==> src/iir4_lowpass_audio_filter_core_macros.svh <==
// Assertion macros shared by the filter RTL.
`ifndef IIR4_LOWPASS_AUDIO_FILTER_CORE_MACROS_SVH
`define IIR4_LOWPASS_AUDIO_FILTER_CORE_MACROS_SVH
`ifndef NO_ASSERTIONS
`define ASSERT_IMPLIES(label, clk, rst, cond, prop) \
  label: assert property (@(posedge clk) disable iff (rst) (cond) |-> (prop)) \
    else $error("assertion failed");
`define ASSERT_NEXT(label, clk, rst, cond, prop) \
  label: assert property (@(posedge clk) disable iff (rst) (cond) |=> (prop)) \
    else $error("assertion failed");
`else
`define ASSERT_IMPLIES(label, clk, rst, cond, prop)
`define ASSERT_NEXT(label, clk, rst, cond, prop)
`endif
`endif

==> src/iir4lp_pkg.sv <==
package iir4lp_pkg;

  localparam int STEP_W        = 5;
  localparam int COEF_TAB_W    = 24;
  localparam int COEF_TAB_FRAC = 20;
  localparam int NUM_RATES     = 4;
  localparam int NUM_COEFS     = 5;

  localparam logic [STEP_W-1:0] STEP_FIRST = 5'd1;
  localparam logic [STEP_W-1:0] STEP_OUT   = 5'd17;

  localparam logic       REG_RATE   = 1'b0;
  localparam logic [1:0] RATE_RESET = 2'd1;

  typedef enum logic [2:0] {
    SEQ_NEXT    = 3'b001,
    SEQ_WAIT_IN = 3'b010,
    SEQ_LAST    = 3'b100
  } seq_t;

  typedef enum logic [1:0] {
    OP_NONE = 2'd0,
    OP_NODE = 2'd1,
    OP_TAPS = 2'd2,
    OP_OUT  = 2'd3
  } dp_op_t;

  typedef enum logic [2:0] {
    SRC_Z1   = 3'd0,
    SRC_Z2   = 3'd1,
    SRC_Z3   = 3'd2,
    SRC_Z4   = 3'd3,
    SRC_TAPS = 3'd4
  } src_t;

  typedef enum logic [2:0] {
    COEF_G  = 3'd0,
    COEF_B1 = 3'd1,
    COEF_B2 = 3'd2,
    COEF_B3 = 3'd3,
    COEF_B4 = 3'd4
  } coef_sel_t;

  typedef struct packed {
    logic clear;
    logic mul_en;
    logic mul_hi;
    logic round_en;
    logic round_out;
  } mac_ctrl_t;

  typedef struct packed {
    seq_t      seq;
    dp_op_t    op;
    src_t      src;
    coef_sel_t coef;
    mac_ctrl_t mac;
  } ucode_t;

  // Rows are 44.1, 48, 88.2 and 96 kHz; columns are g, b1, b2, b3, b4 in Q3.20.
  localparam logic signed [COEF_TAB_W-1:0] COEF_Q20 [NUM_RATES][NUM_COEFS] = '{
    '{24'sd647235, 24'sd3184033, 24'sd3732318, 24'sd1984582, 24'sd406257},
    '{24'sd448050, 24'sd2439861, 24'sd2392801, 24'sd1081585, 24'sd205970},
    '{24'sd44710, -24'sd1076383, 24'sd1124555, -24'sd509774, 24'sd128383},
    '{24'sd32926, -24'sd1384769, 24'sd1359227, -24'sd649004, 24'sd152792}
  };

  function automatic ucode_t ucode(input logic [STEP_W-1:0] step);
    ucode_t u;
    u = '{seq: SEQ_NEXT, op: OP_NONE, src: SRC_Z1, coef: COEF_G, mac: '0};
    unique case (step)
      5'd0: begin
        u.seq = SEQ_WAIT_IN;
        u.mac.clear = 1'b1;
      end
      5'd1: begin
        u.coef = COEF_B1; u.src = SRC_Z1; u.mac.mul_en = 1'b1;
      end
      5'd2: begin
        u.coef = COEF_B1; u.src = SRC_Z1; u.mac.mul_en = 1'b1; u.mac.mul_hi = 1'b1;
      end
      5'd3: begin
        u.coef = COEF_B2; u.src = SRC_Z2; u.mac.mul_en = 1'b1;
      end
      5'd4: begin
        u.coef = COEF_B2; u.src = SRC_Z2; u.mac.mul_en = 1'b1; u.mac.mul_hi = 1'b1;
      end
      5'd5: begin
        u.coef = COEF_B3; u.src = SRC_Z3; u.mac.mul_en = 1'b1;
      end
      5'd6: begin
        u.coef = COEF_B3; u.src = SRC_Z3; u.mac.mul_en = 1'b1; u.mac.mul_hi = 1'b1;
      end
      5'd7: begin
        u.coef = COEF_B4; u.src = SRC_Z4; u.mac.mul_en = 1'b1;
      end
      5'd8: begin
        u.coef = COEF_B4; u.src = SRC_Z4; u.mac.mul_en = 1'b1; u.mac.mul_hi = 1'b1;
      end
      5'd9: begin
        u.op = OP_NONE;
      end
      5'd10: begin
        u.mac.round_en = 1'b1;
      end
      5'd11: begin
        u.op = OP_NODE;
      end
      5'd12: begin
        u.op = OP_TAPS;
        u.mac.clear = 1'b1;
      end
      5'd13: begin
        u.coef = COEF_G; u.src = SRC_TAPS; u.mac.mul_en = 1'b1;
      end
      5'd14: begin
        u.coef = COEF_G; u.src = SRC_TAPS; u.mac.mul_en = 1'b1; u.mac.mul_hi = 1'b1;
      end
      5'd15: begin
        u.op = OP_NONE;
      end
      5'd16: begin
        u.mac.round_en = 1'b1;
        u.mac.round_out = 1'b1;
      end
      5'd17: begin
        u.seq = SEQ_LAST;
        u.op = OP_OUT;
      end
      default: begin
        u.seq = SEQ_LAST;
      end
    endcase
    return u;
  endfunction

endpackage

==> src/iir4lp_mac.sv <==
module iir4lp_mac
  import iir4lp_pkg::*;
#(
  parameter int COEF_W  = 23,
  parameter int TAP_W   = 38,
  parameter int ACC_W   = 61,
  parameter int RND_FB  = 20,
  parameter int RND_OUT = 28
) (
  input  logic                     clk,
  input  logic                     rst,
  input  mac_ctrl_t                ctrl,
  input  logic signed [COEF_W-1:0] coef,
  input  logic signed [TAP_W-1:0]  opnd,
  output logic signed [ACC_W-1:0]  acc
);

  localparam int SPLIT  = TAP_W / 2;
  localparam int B_W    = SPLIT + 1;
  localparam int PROD_W = COEF_W + B_W;

  logic signed [B_W-1:0]    b_op;
  logic signed [PROD_W-1:0] prod;
  logic                     prod_valid;
  logic                     prod_hi;
  logic signed [ACC_W-1:0]  prod_ext;
  logic signed [ACC_W-1:0]  addend;
  logic signed [ACC_W-1:0]  rnd_fb;
  logic signed [ACC_W-1:0]  rnd_out;

  always_comb begin
    if (ctrl.mul_hi) begin
      b_op = B_W'($signed(opnd[TAP_W-1:SPLIT]));
    end else begin
      b_op = $signed({1'b0, opnd[SPLIT-1:0]});
    end
  end

  assign prod_ext = ACC_W'(prod);
  assign addend   = prod_hi ? (prod_ext <<< SPLIT) : prod_ext;
  assign rnd_fb   = (acc + (ACC_W'(1) <<< (RND_FB - 1))) >>> RND_FB;
  assign rnd_out  = (acc + (ACC_W'(1) <<< (RND_OUT - 1))) >>> RND_OUT;

  always_ff @(posedge clk) begin
    if (ctrl.mul_en) begin
      prod    <= coef * b_op;
      prod_hi <= ctrl.mul_hi;
    end
  end

  always_ff @(posedge clk) begin
    if (rst) begin
      prod_valid <= 1'b0;
      acc        <= '0;
    end else begin
      prod_valid <= ctrl.mul_en;
      priority if (ctrl.clear) begin
        acc <= '0;
      end else if (ctrl.round_en) begin
        acc <= ctrl.round_out ? rnd_out : rnd_fb;
      end else if (prod_valid) begin
        acc <= acc + addend;
      end
    end
  end

endmodule

==> src/iir4_lowpass_audio_filter_core.sv <==
// Fourth-order low-pass filter (direct form II, numerator 1,4,6,4,1) for signed audio
// samples, with four built-in coefficient sets chosen by the rate register at byte
// address 0 (0 = 44.1 kHz, 1 = 48 kHz after reset, 2 = 88.2 kHz, 3 = 96 kHz). Writing
// that register also clears the four delay elements. Each input beat yields exactly one
// output beat, saturated to the sample range. The filter works on one sample at a time:
// a sample is taken in program step 0 and its result is loaded into the output register
// in step 17. The single shared multiplier makes ten passes per sample (each of the five
// products is formed from two halves of its operand) under an 18-step control program.
// A result that has not been taken holds the program in its last step; the next sample
// is accepted as soon as the previous result has been loaded.
`include "iir4_lowpass_audio_filter_core_macros.svh"

module iir4_lowpass_audio_filter_core
  import iir4lp_pkg::*;
#(
  parameter int SAMPLE_BITS     = 24,
  parameter int COEF_FRAC_BITS  = 20,
  parameter int STATE_FRAC_BITS = 8
) (
  input  logic                                   clk,
  input  logic                                   rst,
  // sample_in
  input  logic [((SAMPLE_BITS + 7) / 8) * 8 - 1:0] s_tdata,
  input  logic                                   s_tvalid,
  output logic                                   s_tready,
  // sample_out
  output logic [((SAMPLE_BITS + 7) / 8) * 8 - 1:0] m_tdata,
  output logic                                   m_tvalid,
  input  logic                                   m_tready,
  input  logic                                   psel,
  input  logic                                   penable,
  input  logic                                   pwrite,
  input  logic [2:0]                             paddr,
  input  logic [31:0]                            pwdata,
  output logic [31:0]                            prdata,
  output logic                                   pready
);

  localparam int TD_W     = ((SAMPLE_BITS + 7) / 8) * 8;
  localparam int DELAY_W  = SAMPLE_BITS + 2 + STATE_FRAC_BITS;
  localparam int TAP_W    = DELAY_W + 4;
  localparam int COEF_W   = COEF_FRAC_BITS + 3;
  localparam int ACC_NEED = DELAY_W + COEF_W + 4;
  localparam int ACC_W    = (ACC_NEED > 64) ? 64 : ACC_NEED;
  localparam int COEF_UP  = (COEF_FRAC_BITS >= COEF_TAB_FRAC) ?
                            COEF_FRAC_BITS - COEF_TAB_FRAC : 0;
  localparam int COEF_DN  = (COEF_FRAC_BITS < COEF_TAB_FRAC) ?
                            COEF_TAB_FRAC - COEF_FRAC_BITS : 0;

  logic [STEP_W-1:0]             step;
  logic [STEP_W-1:0]             step_next;
  ucode_t                        uc;
  logic [1:0]                    rate;
  logic signed [SAMPLE_BITS-1:0] x;
  logic signed [DELAY_W-1:0]     z1;
  logic signed [DELAY_W-1:0]     z2;
  logic signed [DELAY_W-1:0]     z3;
  logic signed [DELAY_W-1:0]     z4;
  logic signed [DELAY_W-1:0]     w;
  logic signed [TAP_W-1:0]       taps;
  logic signed [TAP_W-1:0]       taps_next;
  logic signed [SAMPLE_BITS-1:0] y;
  logic signed [SAMPLE_BITS-1:0] y_sat;
  logic signed [COEF_TAB_W-1:0]  c_tab;
  logic signed [COEF_W-1:0]      coef;
  logic signed [TAP_W-1:0]       opnd;
  logic signed [ACC_W-1:0]       acc;
  logic signed [ACC_W-1:0]       x_scaled;
  logic signed [ACC_W-1:0]       node_diff;
  logic signed [DELAY_W-1:0]     w_sat;
  logic [ACC_W-DELAY_W:0]        node_top;
  logic [ACC_W-SAMPLE_BITS:0]    y_top;
  logic                          in_beat;
  logic                          out_free;
  logic                          out_load;
  logic                          cfg_wr;

  assign uc       = ucode(step);
  assign s_tready = (uc.seq == SEQ_WAIT_IN);
  assign in_beat  = s_tvalid && s_tready;
  assign out_free = !m_tvalid || m_tready;
  assign out_load = (uc.op == OP_OUT) && out_free;
  assign pready   = 1'b1;
  assign cfg_wr   = psel && penable && pwrite && pready && (paddr[2] == REG_RATE);
  assign prdata   = (paddr[2] == REG_RATE) ? 32'(rate) : '0;
  assign m_tdata  = TD_W'($unsigned(y));

  always_comb begin
    unique case (uc.seq)
      SEQ_NEXT:    step_next = step + 1'b1;
      SEQ_WAIT_IN: step_next = s_tvalid ? step + 1'b1 : step;
      SEQ_LAST:    step_next = out_free ? '0 : step;
      default:     step_next = '0;
    endcase
  end

  always_ff @(posedge clk) begin
    if (rst) begin
      step <= '0;
    end else begin
      step <= step_next;
    end
  end

  assign c_tab = COEF_Q20[rate][uc.coef];

  generate
    if (COEF_DN == 0) begin : g_coef_up
      assign coef = COEF_W'(c_tab) <<< COEF_UP;
    end else begin : g_coef_dn
      logic signed [COEF_TAB_W-1:0] c_rnd;
      assign c_rnd = c_tab + (COEF_TAB_W'(1) <<< (COEF_DN - 1));
      assign coef  = COEF_W'(c_rnd >>> COEF_DN);
    end
  endgenerate

  always_comb begin
    unique case (uc.src)
      SRC_Z1:   opnd = TAP_W'(z1);
      SRC_Z2:   opnd = TAP_W'(z2);
      SRC_Z3:   opnd = TAP_W'(z3);
      SRC_Z4:   opnd = TAP_W'(z4);
      SRC_TAPS: opnd = taps;
      default:  opnd = '0;
    endcase
  end

  iir4lp_mac #(
    .COEF_W  (COEF_W),
    .TAP_W   (TAP_W),
    .ACC_W   (ACC_W),
    .RND_FB  (COEF_FRAC_BITS),
    .RND_OUT (COEF_FRAC_BITS + STATE_FRAC_BITS)
  ) u_mac (
    .clk  (clk),
    .rst  (rst),
    .ctrl (uc.mac),
    .coef (coef),
    .opnd (opnd),
    .acc  (acc)
  );

  assign x_scaled  = ACC_W'(x) <<< STATE_FRAC_BITS;
  assign node_diff = x_scaled - acc;
  assign node_top  = node_diff[ACC_W-1:DELAY_W-1];

  always_comb begin
    if ((&node_top) || !(|node_top)) begin
      w_sat = node_diff[DELAY_W-1:0];
    end else if (node_diff[ACC_W-1]) begin
      w_sat = {1'b1, {(DELAY_W - 1){1'b0}}};
    end else begin
      w_sat = {1'b0, {(DELAY_W - 1){1'b1}}};
    end
  end

  assign taps_next = TAP_W'(w) + TAP_W'(z4) + ((TAP_W'(z1) + TAP_W'(z3)) <<< 2)
                   + (TAP_W'(z2) <<< 2) + (TAP_W'(z2) <<< 1);

  assign y_top = acc[ACC_W-1:SAMPLE_BITS-1];

  always_comb begin
    if ((&y_top) || !(|y_top)) begin
      y_sat = acc[SAMPLE_BITS-1:0];
    end else if (acc[ACC_W-1]) begin
      y_sat = {1'b1, {(SAMPLE_BITS - 1){1'b0}}};
    end else begin
      y_sat = {1'b0, {(SAMPLE_BITS - 1){1'b1}}};
    end
  end

  always_ff @(posedge clk) begin
    if (in_beat) begin
      x <= s_tdata[SAMPLE_BITS-1:0];
    end
    if (uc.op == OP_NODE) begin
      w <= w_sat;
    end
    if (uc.op == OP_TAPS) begin
      taps <= taps_next;
    end
    if (out_load) begin
      y <= y_sat;
    end
  end

  always_ff @(posedge clk) begin
    if (rst) begin
      rate <= RATE_RESET;
      z1   <= '0;
      z2   <= '0;
      z3   <= '0;
      z4   <= '0;
    end else if (cfg_wr) begin
      rate <= pwdata[1:0];
      z1   <= '0;
      z2   <= '0;
      z3   <= '0;
      z4   <= '0;
    end else if (uc.op == OP_TAPS) begin
      z1 <= w;
      z2 <= z1;
      z3 <= z2;
      z4 <= z3;
    end
  end

  always_ff @(posedge clk) begin
    if (rst) begin
      m_tvalid <= 1'b0;
    end else if (out_load) begin
      m_tvalid <= 1'b1;
    end else if (m_tready) begin
      m_tvalid <= 1'b0;
    end
  end

  `ASSERT_IMPLIES(a_out_no_overwrite, clk, rst, out_load, !m_tvalid || m_tready)
  `ASSERT_IMPLIES(a_result_from_last_step, clk, rst, $rose(m_tvalid), $past(step) == STEP_OUT)
  `ASSERT_NEXT(a_beat_starts_program, clk, rst, in_beat, step == STEP_FIRST)

endmodule

==> config.mk <==
export PLATFORM = sky130hd
export DESIGN_NAME = iir4_lowpass_audio_filter_core
export DESIGN_NICKNAME = d
export VERILOG_FILES = /design/src/iir4lp_pkg.sv /design/src/iir4lp_mac.sv /design/src/iir4_lowpass_audio_filter_core.sv
export VERILOG_INCLUDE_DIRS = /design/src /design/src/src
export SDC_FILE = /design/constraint.sdc
export NUM_CORES = 2
export LEC_CHECK = 0
export BUFFER_PORTS_ARGS = -buffer_cell sky130_fd_sc_hd__buf_4
export CAP_MARGIN = 30
export CORE_MARGIN = 2
export CORE_UTILIZATION = 36
export CTS_CLUSTER_DIAMETER = 30
export DETAILED_ROUTE_END_ITERATION = 8
export PLACE_DENSITY_LB_ADDON = 0.2
export SLEW_MARGIN = 20
export SYNTH_ARGS = -nofsm -noshare
export SYNTH_HDL_FRONTEND = slang
export SYNTH_HIERARCHICAL = 1
export SYNTH_SLANG_ARGS = --single-unit
export TNS_END_PERCENT = 30
==> constraint.sdc <==
create_clock -name clk -period 8.25 [get_ports clk]
set_input_delay 0 -clock clk [delete_from_list [all_inputs] [get_ports clk]]
set_output_delay 0 -clock clk [all_outputs]
set_load 0.1 [all_outputs]
==> impl_metrics.csv <==
group,metric,value,unit
run_status,outcome,"finished, violations left",
run_status,failed_checks,"setup timing",
job,cap_violations,0,
sta,setup_violating_endpoint_count_in_the_final_report,17,
synthesis,yosysWarningCount,6,
sta,grt_setup_unrepaired,"yes",
sta,finalMaxSlewViolations,0,
clocking,clock_path_buffers,3,
finish,num-nets-final,6908,
grt,grt_pass1_wl,245200,um
drt,finalWirelength,158100,um
synthesis,synth_edf_count,164,
critical_path,critical_path.max_stage_delay,0.55,ns
clocking,ctsHtreeMaxLevel,3,
place,detailedPlacementHpwl,123000,um
critical_path,worst_path_max_delay_cell,"fa_1",
floorplan,initial_utilization,0.3630,
synthesis,synth.ff_latch_count,370,
floorplan,io-pin-count,125,
floorplan,die_w,368.3,um
clocking,tritoncts,"yes",
synthesis,synth.top_cell.area_share,0.2430,
critical_path,worstPathArrival,9.19,ns
clocking,cts_buffers,94,
synthesis,syn_area_per_cell,8.594,um2
clocking,clock_sinks,370,
min_path,hold_path.class,"in -> reg",
grt,vias_in_the_first_global_route,41763,
synthesis,top_flip_flop_cell_by_instance_count_after_synthesis,"dfxtp_1",
synthesis,synth_cell_types,109,
synthesis,post_synth_main_area_contributors,"fa_1 24%, edfxtp_1 10%, dfxtp_1 8.6%",
place,port_buffers,61,
drt,vias,41242,
synthesis,post_synth_xor_area_fraction,0.04674,
drt,wl_per_cell,20.32,um
finish,syn2layout_area_growth,21.26,%
critical_path,critPathLaunchType,"flop",
finish,layout-drive-gt1-share,0.1648,
floorplan,row_count,133,
critical_path,path_max_fanout,18,
critical_path,critical_path.endpoint_type,"flop",
synthesis,dominant_combinational_cell_family_by_area_after_synthesis,"adder cells",
clocking,clk_pin_slew,0.05,ns
drt,viasPerCell,5.300,
critical_path,timing.rr.start,"step[1]",
clocking,clockRootBuffer,"clkbuf_16",
synthesis,netlist_top_cells_count,"753 x nand2_1, 733 x inv_1, 580 x fa_1",
grt,grt_max_degree,92,
drt,postRouteAntennaNets,0,
floorplan,design.core.area,131600,um2
synthesis,synth_area_leader_cell,"fa_1",
synthesis,yosysMostFrequentCell,"nand2_1",
synthesis,async_reset_ff_frac,0,
finish,non_filler_cells_final,7781,
grt,antenna_found_initial,2,
critical_path,worst-endpoint-required,8.66,ns
place,routabilityCongestion,0.9187,
place,dpl.cell_count,7513,
drt,dr.pass1.iters,9,
power,worst_ir_drop_vdd,0.1963,mV
synthesis,netlist_area,47780,um2
synthesis,synth_seq_area_share,0.1894,
clocking,clk-insertion-delay-late,0.69,ns
finish,multi_input_area,35720,um2
sta,fmax,0.1139,GHz
sta,fin_crit,8.781,ns
grt,global_route.overflow_total,0,
finish,filler_cell_count,12937,
floorplan,floorplan.die_area,135700,um2
synthesis,synth_fa_ha_area_frac,0.3260,
grt,gr-usage-all-layers,0.2317,
synthesis,synth_cells,5560,
critical_path,critical_path_class,"reg -> reg",
sta,postLayoutSetupSlackWorst,-0.5310,ns
drt,initialDrtViolationCount,2907,
sta,fin_crit_sh,1.064,
sta,worstMarginPinSlew,0.9580,ns
synthesis,yosys-mux-area-fraction,0.01448,
floorplan,die_height,368.3,um
sta,max_slew_margin,0.3559,
critical_path,crit_path_start,"step[1]",
min_path,hold_path_startpoint,"s_tdata[0]",
synthesis,post_synth_and_or_nand_nor_area_fraction,0.1704,
power,power.density,206.0,nW/um2
finish,sequential_cell_area,9057,um2
sta,setup-tns-final,-4.314,ns
sta,clock-skew-final,0.04267,ns
synthesis,synth-compound-area-share,0.1678,
sta,final-hold-violation-count,0,
critical_path,path_common_cell,"fa_1",
power,p_leak,0.02593,uW
drt,detail_route.drc_violations,0,
timing repair:
item | CTS | global route
pin swaps | 71 | 9
setup buffers | 43 | 3
resized for setup | 162 | 15
hold endpoints to repair | 33 | 0
hold buffers | 33 | 0
endpoints found under the setup margin | 24 | 25
cloned | 11 | 0
report_power, final:
| part | switching, uW | total [uW] | internal (uW) | leakage [uW] |
|---|---|---|---|---|
| sequential | 176 | 2450 | 2280 | 0.00318 |
| clock | 1260 | 3720 | 2470 | 0.00158 |
| combinational | 3720 | 5760 | 2040 | 0.0212 |
area by class of cell:
class                   instances  share of cell area
flip-flops and latches        370              0.1563
clock inverters                54             0.01058
inverters                     734             0.04772
diodes                          2          0.00008637
well taps                    1755             0.03790
repair buffers                560             0.08527
multi-input cells            4185              0.6165
clock buffers                 121             0.04567
cell usage in the layout (no fill, tap or decap), drive strengths merged, types with 29 or more instances in the layout:
cell,n
a211oi,75
a21o,96
a21oi,462
a222oi,33
a22oi,39
a31oi,35
and2,216
and3,31
buf,525
clkbuf,121
clkinv,29
conb,31
dfxtp,206
dlygate4sd3,33
edfxtp,164
fa,580
ha,317
inv,746
mux2,47
nand2,753
nand3,74
nand4,60
nor2,235
nor2b,100
nor3,68
o21a,37
o21ai,243
o21bai,41
xnor2,167
xor2,88
state kept, by name (all words and copies together), names as in the netlist:
name and flops:
m_tdata 24, w 34, u_mac/prod_hi 1, z1 34, z3 34, u_mac/prod_valid 1, u_mac/acc 61, u_mac/prod 43
x 24, taps 38, z2 34, rate 2, step 5, z4 34, m_tvalid 1
path summary, 6_finish.rpt:
check	slack [ns]	depth (start not counted)	end
worst max register to register	-0.53	34	u_mac/prod[42]
worst max-delay path	-0.53	34	u_mac/prod[42]
worst min-delay path	0.05	2	x[0]
worst min register to register	0.48	2	z4[6]
layer usage:
layer  track usage  wire length (um)
met1        0.3072             69420
met2        0.3871             75040
met3       0.03322              8298
met4       0.07645              5344
met5             0                13
cells by family (layout without fill, tap and decap cells):
group,count (synthesis),count (layout)
and+or+nand+nor,1688,1689
AOI/OAI and AO/OA,1243,1243
buffers and inverters,1041,1469
adders and majority gates,897,897
DFF,370,370
xor gates and xnor gates,255,255
muxes,64,70
other,2,33
critical path: cells and delay by family (launching register included):
family	cells	cell delay, ns
and+or+nand+nor	8	1.30
muxes	1	0.38
buffers and inverters	7	0.59
adders and majority gates	9	4.01
DFF	1	0.39
AOI/OAI and AO/OA	8	1.68
xor gates and xnor gates	1	0.12
metrics by stage:
stage | worst slack [ns] | cell area, um2 | power [uW] | utilization | hold slack (ns)
detailed placement | -0.8187 | 53110 | 7981 | 0.4035 | 0.1795
finish | -0.5310 | 57940 | 11940 | 0.4402 | 0.04780
CTS | -0.4087 | 57810 | 11900 | 0.4392 | 0.004987
global placement | -0.6795 | 53080 | 7970 | 0.4032 | 0.1795
floorplan | 0.0009397 | 48300 | 5851 | - | 0.07161
global route | -0.8388 | 57940 | 12470 | 0.4402 | 0.03452
Power figures use the tool's default switching activity.
